$ cat config.mk
export PLATFORM = sky130hd
export DESIGN_NAME = text_console_cursor_writer_top
export DESIGN_NICKNAME = d
export VERILOG_FILES = /design/src/design/tccw_pkg.sv /design/src/design/tccw_cursor.sv /design/src/design/tccw_emit.sv /design/src/design/text_console_cursor_writer_top.sv
export SDC_FILE = /design/constraint.sdc
export NUM_CORES = 1
export LEC_CHECK = 0
export BUFFER_PORTS_ARGS = -buffer_cell sky130_fd_sc_hd__buf_2
export CORE_ASPECT_RATIO = 0.7
export CORE_MARGIN = 2
export CORE_UTILIZATION = 59
export CTS_CLUSTER_DIAMETER = 60
export DETAILED_ROUTE_END_ITERATION = 16
export PLACE_DENSITY = 0.93
export SYNTH_ARGS = -nofsm -noshare
export SYNTH_HDL_FRONTEND = slang
export SYNTH_SLANG_ARGS = --single-unit
$ cat constraint.sdc
create_clock -name clk -period 11.65 [get_ports clk]
set_input_delay 1.7475 -clock clk [delete_from_list [all_inputs] [get_ports clk]]
set_output_delay 1.7475 -clock clk [all_outputs]
set_load 0.01 [all_outputs]
$ cat src/design/tccw_pkg.sv
// Package with the shared screen geometry, codes and types of the text console cursor writer.
`timescale 1ns / 1ps

package tccw_pkg;

  // Screen geometry in character cells.
  localparam int COLUMNS = 80;
  localparam int ROWS    = 25;

  // Widths that follow from the geometry.
  localparam int COL_W = (COLUMNS > 2) ? $clog2(COLUMNS) : 1;
  localparam int ROW_W = (ROWS > 2) ? $clog2(ROWS) : 1;
  localparam int POS_W = 16;
  localparam int OFF_W = 12;

  // Geometry as bytes, for compares against 8-bit targets.
  localparam logic [7:0] COLUMNS_B = 8'(COLUMNS);
  localparam logic [7:0] ROWS_B    = 8'(ROWS);

  // Operation codes of the input channel.
  localparam logic OP_PUT  = 1'b0;
  localparam logic OP_MOVE = 1'b1;

  // Result kinds and port selects.
  localparam logic KIND_CELL = 1'b0;
  localparam logic KIND_PORT = 1'b1;
  localparam logic PORT_CMD  = 1'b0;
  localparam logic PORT_DATA = 1'b1;

  // Character and cursor port command codes.
  localparam logic [7:0] CHAR_NEWLINE = 8'd10;
  localparam logic [7:0] CMD_HIGH     = 8'd14;
  localparam logic [7:0] CMD_LOW      = 8'd15;

  // One finished item, handed from the cursor stage to the beat emitter.
  typedef struct packed {
    logic             has_cell;
    logic [OFF_W-1:0] cell_offset;
    logic [7:0]       cell_char;
    logic [7:0]       cell_attr;
    logic [POS_W-1:0] pos;
  } tccw_job_t;

endpackage

$ cat src/design/tccw_cursor.sv
// Input register, cursor state and the single-pass cursor update of the console writer.
`timescale 1ns / 1ps

module tccw_cursor import tccw_pkg::*; (
  input  logic       clk,
  input  logic       rst_n,
  input  logic       in_valid,
  output logic       in_stall,
  input  logic       in_operation,
  input  logic [7:0] in_char_code,
  input  logic [7:0] in_foreground,
  input  logic [7:0] in_background,
  input  logic [7:0] in_target_column,
  input  logic [7:0] in_target_row,
  input  logic       job_ready,
  output logic       job_load,
  output tccw_job_t  job
);

  // Input register.
  logic       valid_r;
  logic       op_r;
  logic [7:0] char_r;
  logic [3:0] fg_r;
  logic [3:0] bg_r;
  logic [7:0] tcol_r;
  logic [7:0] trow_r;

  // Cursor state.
  logic [COL_W-1:0] col_r;
  logic [ROW_W-1:0] row_r;
  logic [COL_W-1:0] col_nxt;
  logic [ROW_W-1:0] row_nxt;

  logic             drop;
  logic             advance;
  logic             in_accept;
  logic             is_newline;
  logic [COL_W:0]   col_inc;
  logic [ROW_W:0]   row_inc;
  logic [ROW_W-1:0] row_wrap;
  logic [POS_W-1:0] old_pos;
  logic [POS_W-1:0] new_pos;

  // A move whose target lies off the screen is consumed without any result.
  assign drop      = (op_r == OP_MOVE) &&
                     ((tcol_r >= COLUMNS_B) || (trow_r >= ROWS_B));
  assign advance   = valid_r && (drop || job_ready);
  assign job_load  = valid_r && !drop && job_ready;
  assign in_stall  = valid_r && !advance;
  assign in_accept = in_valid && !in_stall;

  assign is_newline = (char_r == CHAR_NEWLINE);
  assign col_inc    = {1'b0, col_r} + 1'b1;
  assign row_inc    = {1'b0, row_r} + 1'b1;
  assign row_wrap   = (row_inc >= (ROW_W+1)'(ROWS)) ? '0 : row_inc[ROW_W-1:0];

  // Next cursor position for each kind of item.
  always_comb begin
    col_nxt = col_r;
    row_nxt = row_r;
    if (op_r == OP_MOVE) begin
      col_nxt = tcol_r[COL_W-1:0];
      row_nxt = trow_r[ROW_W-1:0];
    end else if (is_newline || (col_inc >= (COL_W+1)'(COLUMNS))) begin
      col_nxt = '0;
      row_nxt = row_wrap;
    end else begin
      col_nxt = col_inc[COL_W-1:0];
    end
  end

  // Linear positions before and after the item.
  assign old_pos = POS_W'(row_r) * POS_W'(COLUMNS) + POS_W'(col_r);
  assign new_pos = POS_W'(row_nxt) * POS_W'(COLUMNS) + POS_W'(col_nxt);

  // Job handed to the emitter.
  always_comb begin
    job.has_cell    = (op_r == OP_PUT) && !is_newline;
    job.cell_offset = OFF_W'({old_pos, 1'b0});
    job.cell_char   = char_r;
    job.cell_attr   = {bg_r, fg_r};
    job.pos         = new_pos;
  end

  // Input register and cursor state.
  always_ff @(posedge clk) begin
    if (!rst_n) begin
      valid_r <= 1'b0;
      col_r   <= '0;
      row_r   <= '0;
    end else begin
      if (in_accept) begin
        valid_r <= 1'b1;
      end else if (advance) begin
        valid_r <= 1'b0;
      end
      if (job_load) begin
        col_r <= col_nxt;
        row_r <= row_nxt;
      end
    end
    if (in_accept) begin
      op_r   <= in_operation;
      char_r <= in_char_code;
      fg_r   <= in_foreground[3:0];
      bg_r   <= in_background[3:0];
      tcol_r <= in_target_column;
      trow_r <= in_target_row;
    end
  end

endmodule

$ cat src/design/tccw_emit.sv
// Result register and beat sequencer: an optional cell write, then four port writes per job.
`timescale 1ns / 1ps

module tccw_emit import tccw_pkg::*; (
  input  logic             clk,
  input  logic             rst_n,
  input  logic             job_load,
  input  tccw_job_t        job,
  output logic             job_ready,
  output logic             out_valid,
  input  logic             out_stall,
  output logic             out_kind,
  output logic [OFF_W-1:0] out_cell_offset,
  output logic [7:0]       out_cell_char,
  output logic [7:0]       out_cell_attr,
  output logic             out_port_is_data,
  output logic [7:0]       out_port_byte,
  output logic             out_last
);

  typedef enum logic [2:0] {
    BEAT_CELL,
    BEAT_CMD_HI,
    BEAT_DATA_HI,
    BEAT_CMD_LO,
    BEAT_DATA_LO
  } beat_t;

  logic      valid_r;
  beat_t     beat_r;
  tccw_job_t job_r;
  logic      fire;

  assign fire      = valid_r && !out_stall;
  assign job_ready = !valid_r || (fire && (beat_r == BEAT_DATA_LO));
  assign out_valid = valid_r;

  // Beat contents; fields unused by a beat read as zero.
  always_comb begin
    out_kind         = KIND_PORT;
    out_cell_offset  = '0;
    out_cell_char    = '0;
    out_cell_attr    = '0;
    out_port_is_data = PORT_CMD;
    out_port_byte    = '0;
    out_last         = 1'b0;
    unique case (beat_r)
      BEAT_CELL: begin
        out_kind        = KIND_CELL;
        out_cell_offset = job_r.cell_offset;
        out_cell_char   = job_r.cell_char;
        out_cell_attr   = job_r.cell_attr;
      end
      BEAT_CMD_HI: begin
        out_port_byte = CMD_HIGH;
      end
      BEAT_DATA_HI: begin
        out_port_is_data = PORT_DATA;
        out_port_byte    = job_r.pos[15:8];
      end
      BEAT_CMD_LO: begin
        out_port_byte = CMD_LOW;
      end
      BEAT_DATA_LO: begin
        out_port_is_data = PORT_DATA;
        out_port_byte    = job_r.pos[7:0];
        out_last         = 1'b1;
      end
      default: begin
        out_kind = KIND_PORT;
      end
    endcase
  end

  // Sequencer state and the held job.
  always_ff @(posedge clk) begin
    if (!rst_n) begin
      valid_r <= 1'b0;
      beat_r  <= BEAT_CMD_HI;
    end else if (job_load) begin
      valid_r <= 1'b1;
      beat_r  <= job.has_cell ? BEAT_CELL : BEAT_CMD_HI;
    end else if (fire) begin
      unique case (beat_r)
        BEAT_CELL:    beat_r <= BEAT_CMD_HI;
        BEAT_CMD_HI:  beat_r <= BEAT_DATA_HI;
        BEAT_DATA_HI: beat_r <= BEAT_CMD_LO;
        BEAT_CMD_LO:  beat_r <= BEAT_DATA_LO;
        BEAT_DATA_LO: valid_r <= 1'b0;
        default:      valid_r <= 1'b0;
      endcase
    end
    if (job_load) begin
      job_r <= job;
    end
  end

endmodule

$ cat src/design/text_console_cursor_writer_top.sv
// Top level of the text console cursor writer.
//
// The input channel takes one item per beat: a put of a character at the
// cursor, or a move of the cursor to a target cell. Both channels use valid
// and stall; a beat passes when valid is high and stall is low.
// A put of a character other than newline gives five result beats: one
// screen cell write and then four cursor port writes (command 14, high
// position byte, command 15, low position byte). A newline or an on-screen
// move gives the four port writes only. A move off the screen gives no
// result at all. The last beat of each item carries out_last. The first beat
// leaves the result register after the item has passed the input register.
// An item holds the result register while it sends its beats, and the
// result port sends one beat per cycle while the receiver does not stall.
// The next item waits in the input register while the current one is still
// sending, so the input side never idles for a full item.
// Reset clears the cursor to column 0, row 0 and empties both registers.
// When the receiver stalls, the current result beat holds and the input
// register stalls once it is full.
`timescale 1ns / 1ps

module text_console_cursor_writer_top import tccw_pkg::*; (
  input  logic             clk,
  input  logic             rst_n,
  input  logic             in_valid,
  output logic             in_stall,
  input  logic             in_operation,
  input  logic [7:0]       in_char_code,
  input  logic [7:0]       in_foreground,
  input  logic [7:0]       in_background,
  input  logic [7:0]       in_target_column,
  input  logic [7:0]       in_target_row,
  output logic             out_valid,
  input  logic             out_stall,
  output logic             out_kind,
  output logic [OFF_W-1:0] out_cell_offset,
  output logic [7:0]       out_cell_char,
  output logic [7:0]       out_cell_attr,
  output logic             out_port_is_data,
  output logic [7:0]       out_port_byte,
  output logic             out_last
);

  logic      job_ready;
  logic      job_load;
  tccw_job_t job;

  // Cursor state and per-item update.
  tccw_cursor u_cursor (
    .clk              (clk),
    .rst_n            (rst_n),
    .in_valid         (in_valid),
    .in_stall         (in_stall),
    .in_operation     (in_operation),
    .in_char_code     (in_char_code),
    .in_foreground    (in_foreground),
    .in_background    (in_background),
    .in_target_column (in_target_column),
    .in_target_row    (in_target_row),
    .job_ready        (job_ready),
    .job_load         (job_load),
    .job              (job)
  );

  // Result beat sequencer.
  tccw_emit u_emit (
    .clk              (clk),
    .rst_n            (rst_n),
    .job_load         (job_load),
    .job              (job),
    .job_ready        (job_ready),
    .out_valid        (out_valid),
    .out_stall        (out_stall),
    .out_kind         (out_kind),
    .out_cell_offset  (out_cell_offset),
    .out_cell_char    (out_cell_char),
    .out_cell_attr    (out_cell_attr),
    .out_port_is_data (out_port_is_data),
    .out_port_byte    (out_port_byte),
    .out_last         (out_last)
  );

endmodule
==> results of run 1 <==
Yosys cell counts, types with 5 or more instances:
library cell and n:
edfxtp_1 73, nand2_1 30, dfxtp_1 17, xor2_1 6
nor2_1 17, o31ai_1 5, and2_1 31, a21oi_1 17
nor3_1 5, clkbuf_1 6, inv_1 18, nand3_1 7
ha_1 20, xnor2_1 17, o21ai_0 14
worst paths after layout:
| kind | startpoint | end | slack [ns] | depth (start not counted) |
|---|---|---|---|---|
| max | u_cursor.col_r[0] | u_emit.job_r[11] | 6.86 | 14 |
| min | u_cursor.fg_r[0] | u_emit.job_r[16] | 0.43 | 0 |
| max reg2reg | u_cursor.col_r[0] | u_emit.job_r[11] | 6.86 | 14 |
| min reg2reg | u_cursor.fg_r[0] | u_emit.job_r[16] | 0.43 | 0 |
area by class of cell:
class                      count  area, µm²  area share, %
sequential                    90       2530           50.4
multi-input combinational    237       1710           34.0
timing repair buffer          77        388           7.73
clock buffer                   9        124           2.47
tap                           98        123           2.44
inverter                      20       75.1           1.50
clock inverter                 7       68.8           1.37
stage by stage:
stage          cells  hold slack (ns)  util (%)  power (µW)
6_report         538            0.428      69.5         640
3_5_place_dp     522            0.405      66.8         442
5_1_grt          538            0.438      69.5         666
3_3_place_gp     522            0.401      66.8         438
4_1_cts          538            0.429      69.4         643
2_1_floorplan    358            0.400         -         419
worst max-delay path, cell delays in order, from the launching register on:
cell,delay [ns]
dfxtp_1,0.52
ha_1,0.33
a21boi_0,0.20
a21oi_1,0.13
o211ai_1,0.75
o22ai_1,0.16
mux2i_1,0.48
xnor2_1,0.15
ha_1,0.26
fa_1,0.48
xnor2_1,0.19
nor3_1,0.43
o211ai_2,0.17
xnor2_1,0.19
mux2i_1,0.10
state kept, by name (all words and copies together) (netlist names), 3 cells and up:
signal	cells
u_emit.job_r	40
u_cursor.char_r	8
u_cursor.tcol_r	8
u_cursor.trow_r	8
u_cursor.col_r	7
u_cursor.row_r	5
u_cursor.bg_r	4
u_cursor.fg_r	4
u_emit.beat_r	3
cells by family after synthesis:
kind of cell / after synthesis
AOI/OAI and AO/OA: 69
xor gates and xnor gates: 24
other: 1
DFF: 90
and+or+nand+nor: 114
muxes: 5
buffers and inverters: 31
adders and majority gates: 24
power groups by stage:
stage | registers (µW) | clock network [µW] | logic (µW)
floorplan | 375 | 0 | 44.1
global placement | 379 | 0 | 58.9
detailed placement | 380 | 0 | 61.5
CTS | 373 | 208 | 62.1
global route | 375 | 223 | 69.1
finish | 373 | 204 | 62.3
metal layers:
metal	up-vias	GRT usage, %	wire length (µm)
met2	149	34.3	4040
met4	0	6.88	106
met3	11	6.28	720
li1	1446	-	-
met1	1434	30.0	3580
met5	-	0	0
cell usage in the layout, fill, tap and decap left out, types with 2 or more instances in the layout:
cell type,n
buf_2,76
edfxtp_1,73
and2_1,31
nand2_1,30
ha_1,20
inv_1,18
a21oi_1,17
xnor2_1,17
nor2_1,17
dfxtp_1,17
o21ai_0,14
clkbuf_8,9
nand3_1,7
xor2_1,6
o31ai_1,5
o21ai_1,4
nor3_1,4
o22ai_1,4
mux2i_1,4
a21o_1,4
a22o_1,4
fa_1,4
and3_1,3
nand2b_1,3
nor2b_1,3
nor3b_1,3
clkinv_4,3
inv_8,3
nand3b_1,2
nor4_1,2
inv_2,2
==> reports/results.ini, run 1 <==
[status]
status=complete, no violations

[place]
placement.cell_area_mm2=0.00482
hpwl_um=6020
gp_congestion=0.934
dp_worst_setup_slack_ns=7.00
io_buffers=76

[worst_setup_path]
crit_required_ns=11.77
crit_path_end_kind=register
setup.worst_path.class=register to register
worst_ep_arrival_time_ns=4.91
start_kind=register
cp_max_fo=11

[yosys]
synth_compound_area_share_pct=11.0
ys_async_sr_fraction_pct=0
synth_edf_count=73
ys.warnings.count=0
ys_seq_area_share_pct=58.1
synth_area_leaders=edfxtp_1 (50%), dfxtp_1 (7.8%), ha_1 (5.7%)
synth_ff_type=edfxtp_1
synthAdderAreaFrac_pct=7.58
yosysTopAreaCell=edfxtp_1
synthCells=358
synth-xor-area-share_pct=4.99
syn_nets=427
synthSimpleGateAreaFrac_pct=14.0
syn_area_per_cell_um2=12.2
synth_top_area_share_pct=50.3
synth_top_family_by_area=simple AND/OR/NAND/NOR gates
synthMuxAreaShare_pct=1.18
synth.cell_area_mm2=0.00436
synth_cell_types=58
synth-seq-cells=90

[sta]
max_freq_mhz=209
relSlewSlack_pct=38.0
grt_setup_unrepaired=false
fin_crit_ns=4.79
finalCritPeriodShare_pct=41.2
worst_pin_slew_ns=0.926
setup_ws_ns=6.86
setup_violations=0
hold_viol=0
drv_slew=0
fin_skew_ns=0.0110
setup-tns-final_ns=0

[route]
first_pass_iters=5
vias=3040
wire_per_inst_um=15.7
first_iter_violations=276
ant_nets=0
viasPerCell=5.65
drcViolationCount=0
finalWirelength_um=8450

[power]
seq_power_share_pct=58.3
comb_power_share_pct=9.7
power.density_mw_per_mm2=127
vdd_drop_max_mv=0.0906
p_sw_share_pct=25.9
p_int_uw=474
clockPowerShare_pct=31.9
power.leakage_uw=0.00203
p_sw_uw=165

[clocking]
clock_path_buffers=2
cts-resized-gates=0
cts_hold_buffers=0
post_cts_buffers=0
cts_sinks=90
clock_latency_ns=0.37
cts_root_buf=clkbuf_8
cts_tree=done
path_clk_slew_ns=0.10
cts_buffers=9
htreeDepth=3

[layout]
finalInstanceArea_mm2=0.00502
synthToLayoutAreaGrowth_pct=15.2
drive_gt1_share_pct=25.0
fill_cells=514
diodes=0
nets=504

[grt]
grt_pass1_vias=2836
grt_overflow=0
grt_pass1_wl_um=13700
antenna_found_initial=0
grt_usage_pct=21.9
grt_max_degree=44

[floorplan]
core_area_mm2=0.00722
ios=86
fp.dieW_um=107
fp.dieH_um=75.9
initial_utilization_pct=60.4
placementRows=26
die_area_mm2=0.00810

[job]
drv_cap=0

[worst_hold_path]
hp-class=register to register

Power figures use the tool's default switching activity.
==> run 2, diff against run 1 <==
CORE_UTILIZATION = 50   (was 59)
PLACE_DENSITY = 0.84   (was 0.93)
clock period = 4.2 ns   (was 11.65 ns; I/O delays follow)
==> run 2 against run 1 <==
Global-route usage fell by 2.0 points. Routed wire length rose by 1.1%. Via count fell by 3.0%. Die area rose by 17%. Sequential share of layout area fell by 1.8 points. Non-clock buffer count rose by 9. Clock skew fell by 0.0055 ns. Final area rose by 3.8%. Critical endpoint unchanged.
==> reports/results.ini, run 2 (synthesized netlist as in run 1, its figures left out) <==
[sta]
setup_ws_ns=0.288  ; -6.57 ns
fin_skew_ns=0.00552  ; -0.00552 ns
worst_pin_slew_ns=0.597  ; -0.329 ns
drv_slew=0  ; unchanged
setup_violations=0  ; unchanged
finalCritPeriodShare_pct=93.1  ; +52 points
hold_viol=0  ; unchanged
relSlewSlack_pct=60.2  ; +22 points
fin_crit_ns=3.91  ; -0.883 ns
setup-tns-final_ns=0  ; unchanged
grt_setup_unrepaired=false
max_freq_mhz=256  ; +23%

[floorplan]
fp.dieH_um=82.1  ; +8.2%
ios=86  ; unchanged
placementRows=28  ; +7.7%
core_area_mm2=0.00844  ; +17%
fp.dieW_um=116  ; +8.3%
die_area_mm2=0.00949  ; +17%
initial_utilization_pct=51.6  ; -8.7 points

[power]
comb_power_share_pct=9.0  ; -0.7 points
power.leakage_uw=0.00212  ; +4.3%
p_sw_uw=485  ; +190%
p_int_uw=1510  ; +220%
seq_power_share_pct=51.8  ; -6.5 points
clockPowerShare_pct=39.1  ; +7.2 points
power.density_mw_per_mm2=382  ; +200%
p_sw_share_pct=24.3  ; -1.5 points
vdd_drop_max_mv=0.250  ; +180%

[grt]
grt_overflow=0  ; unchanged
antenna_found_initial=0  ; unchanged
grt_usage_pct=19.9  ; -2.0 points
grt_pass1_vias=2940  ; +3.7%
grt_max_degree=34  ; -23%
grt_pass1_wl_um=14200  ; +3.1%

[place]
placement.cell_area_mm2=0.00492  ; +2.0%
io_buffers=76  ; unchanged
dp_worst_setup_slack_ns=0.310  ; -6.69 ns
hpwl_um=6300  ; +4.6%
gp_congestion=0.913  ; -2.3%

[layout]
largest_reg_flops=40  ; unchanged
drive_gt1_share_pct=26.9  ; +1.9 points
layout_common_cells=buf_2 (76), edfxtp_1 (73), and2_1 (31)
largest-register=u_emit.job_r
fin_util_pct=61.7  ; -7.8 points
layout_commonest_cell=buf_2
diodes=0  ; unchanged
synthToLayoutAreaGrowth_pct=19.6
nets=513  ; +1.8%
finalInstanceArea_mm2=0.00521  ; +3.8%

[worst_setup_path]
cpMaxStageDelayCell=fa_1
crit_cells=15  ; +1
cpPeakStageDelay_ns=0.57  ; -0.18 ns
crit_path_end_kind=register
cp_max_fo=6  ; -5
setup.worst_path.class=register to register
start_kind=register
worst_ep_arrival_time_ns=4.00  ; -0.91 ns
cp_top_family=compound AO/OA/AOI/OAI gates
cp_num_buf_inv=1  ; +1
crit_required_ns=4.29  ; -7.48 ns
cp_cell_sequence=ha_2, a21boi_1, a21oi_1, o211ai_1, o21ai_1, a221oi_2, a21oi_4, ha_1, fa_1, nand2_1, nor3_1, buf_4, o211ai_2, xnor2_1, mux2i_1
r2r_slack_ns=0.29  ; -6.57 ns
r2r_cells=15  ; +1

[route]
ant_nets=0  ; unchanged
wire_per_inst_um=15.0  ; -4.4%
vias=2950  ; -3.0%
first_pass_iters=5  ; unchanged
drcViolationCount=0  ; unchanged
first_iter_violations=257  ; -6.9%
finalWirelength_um=8540  ; +1.1%
viasPerCell=5.18  ; -8.2%

[job]
drv_cap=0  ; unchanged

[clocking]
path_clk_slew_ns=0.07  ; -0.03 ns
cts_sinks=90  ; unchanged
clock_latency_ns=0.34  ; -0.03 ns
htreeDepth=3  ; unchanged
clock_path_buffers=2  ; unchanged
cts_tree=done
cts_root_buf=clkbuf_16
cts_buffers=9  ; unchanged
post_cts_buffers=0  ; unchanged

[status]
status=complete, no violations

[worst_hold_path]
hp-class=register to register
hold_depth=0  ; unchanged

[run 2: cell count changes in the layout (fill, tap and decap cells not counted), sizes merged]
cell | before | now
buf | 77 | 86
clkinv | 3 | 1
clkinvlp | 0 | 1
inv | 24 | 25
[run 2: layout make-up]
cell class              count  area, µm²
inverters                  20       75.1
flip-flops and latches     90       2530
fillers                   672       3230
repair buffers             86        455
clock buffers               9        225
multi-input cells         237       1710
clock inverters             7       67.6
well taps                 120        150
[run 2: power by group through the flow]
stage / combinational, µW / sequential [µW] / clock, µW
detailed placement: 179 / 1050 / 0
floorplan: 122 / 1040 / 0
global route: 203 / 1040 / 833
finish: 180 / 1030 / 779
global placement: 173 / 1050 / 0
CTS: 180 / 1030 / 795
[run 2: path summary, 6_finish.rpt]
path | endpoint | from
worst max register to register | u_emit.job_r[11] | u_cursor.col_r[1]
worst min register to register | u_emit.job_r[18] | u_cursor.fg_r[2]
worst max-delay path | u_emit.job_r[11] | u_cursor.col_r[1]
worst min-delay path | u_emit.job_r[18] | u_cursor.fg_r[2]
[run 2: layer usage]
| layer | vias up | wire, µm | track usage (%) |
|---|---|---|---|
| li1 | 1465 | - | - |
| met1 | 1382 | 3760 | 26.9 |
| met2 | 97 | 3950 | 30.6 |
| met3 | 6 | 724 | 6.50 |
| met4 | 0 | 101 | 6.87 |
| met5 | - | 0 | 0 |
[run 2: timing repair]
item / CTS / global route
endpoints found under the setup margin: 0 / 3
hold buffers: 0 / 0
resized for setup: 0 / 5
[run 2: metrics by stage]
step	instances	hold WS, ns	total power [µW]
final	569	0.423	1990
after global placement	553	0.401	1220
after floorplan	358	0.400	1160
after CTS	569	0.423	2010
after detailed placement	553	0.405	1230
after global routing	569	0.431	2070
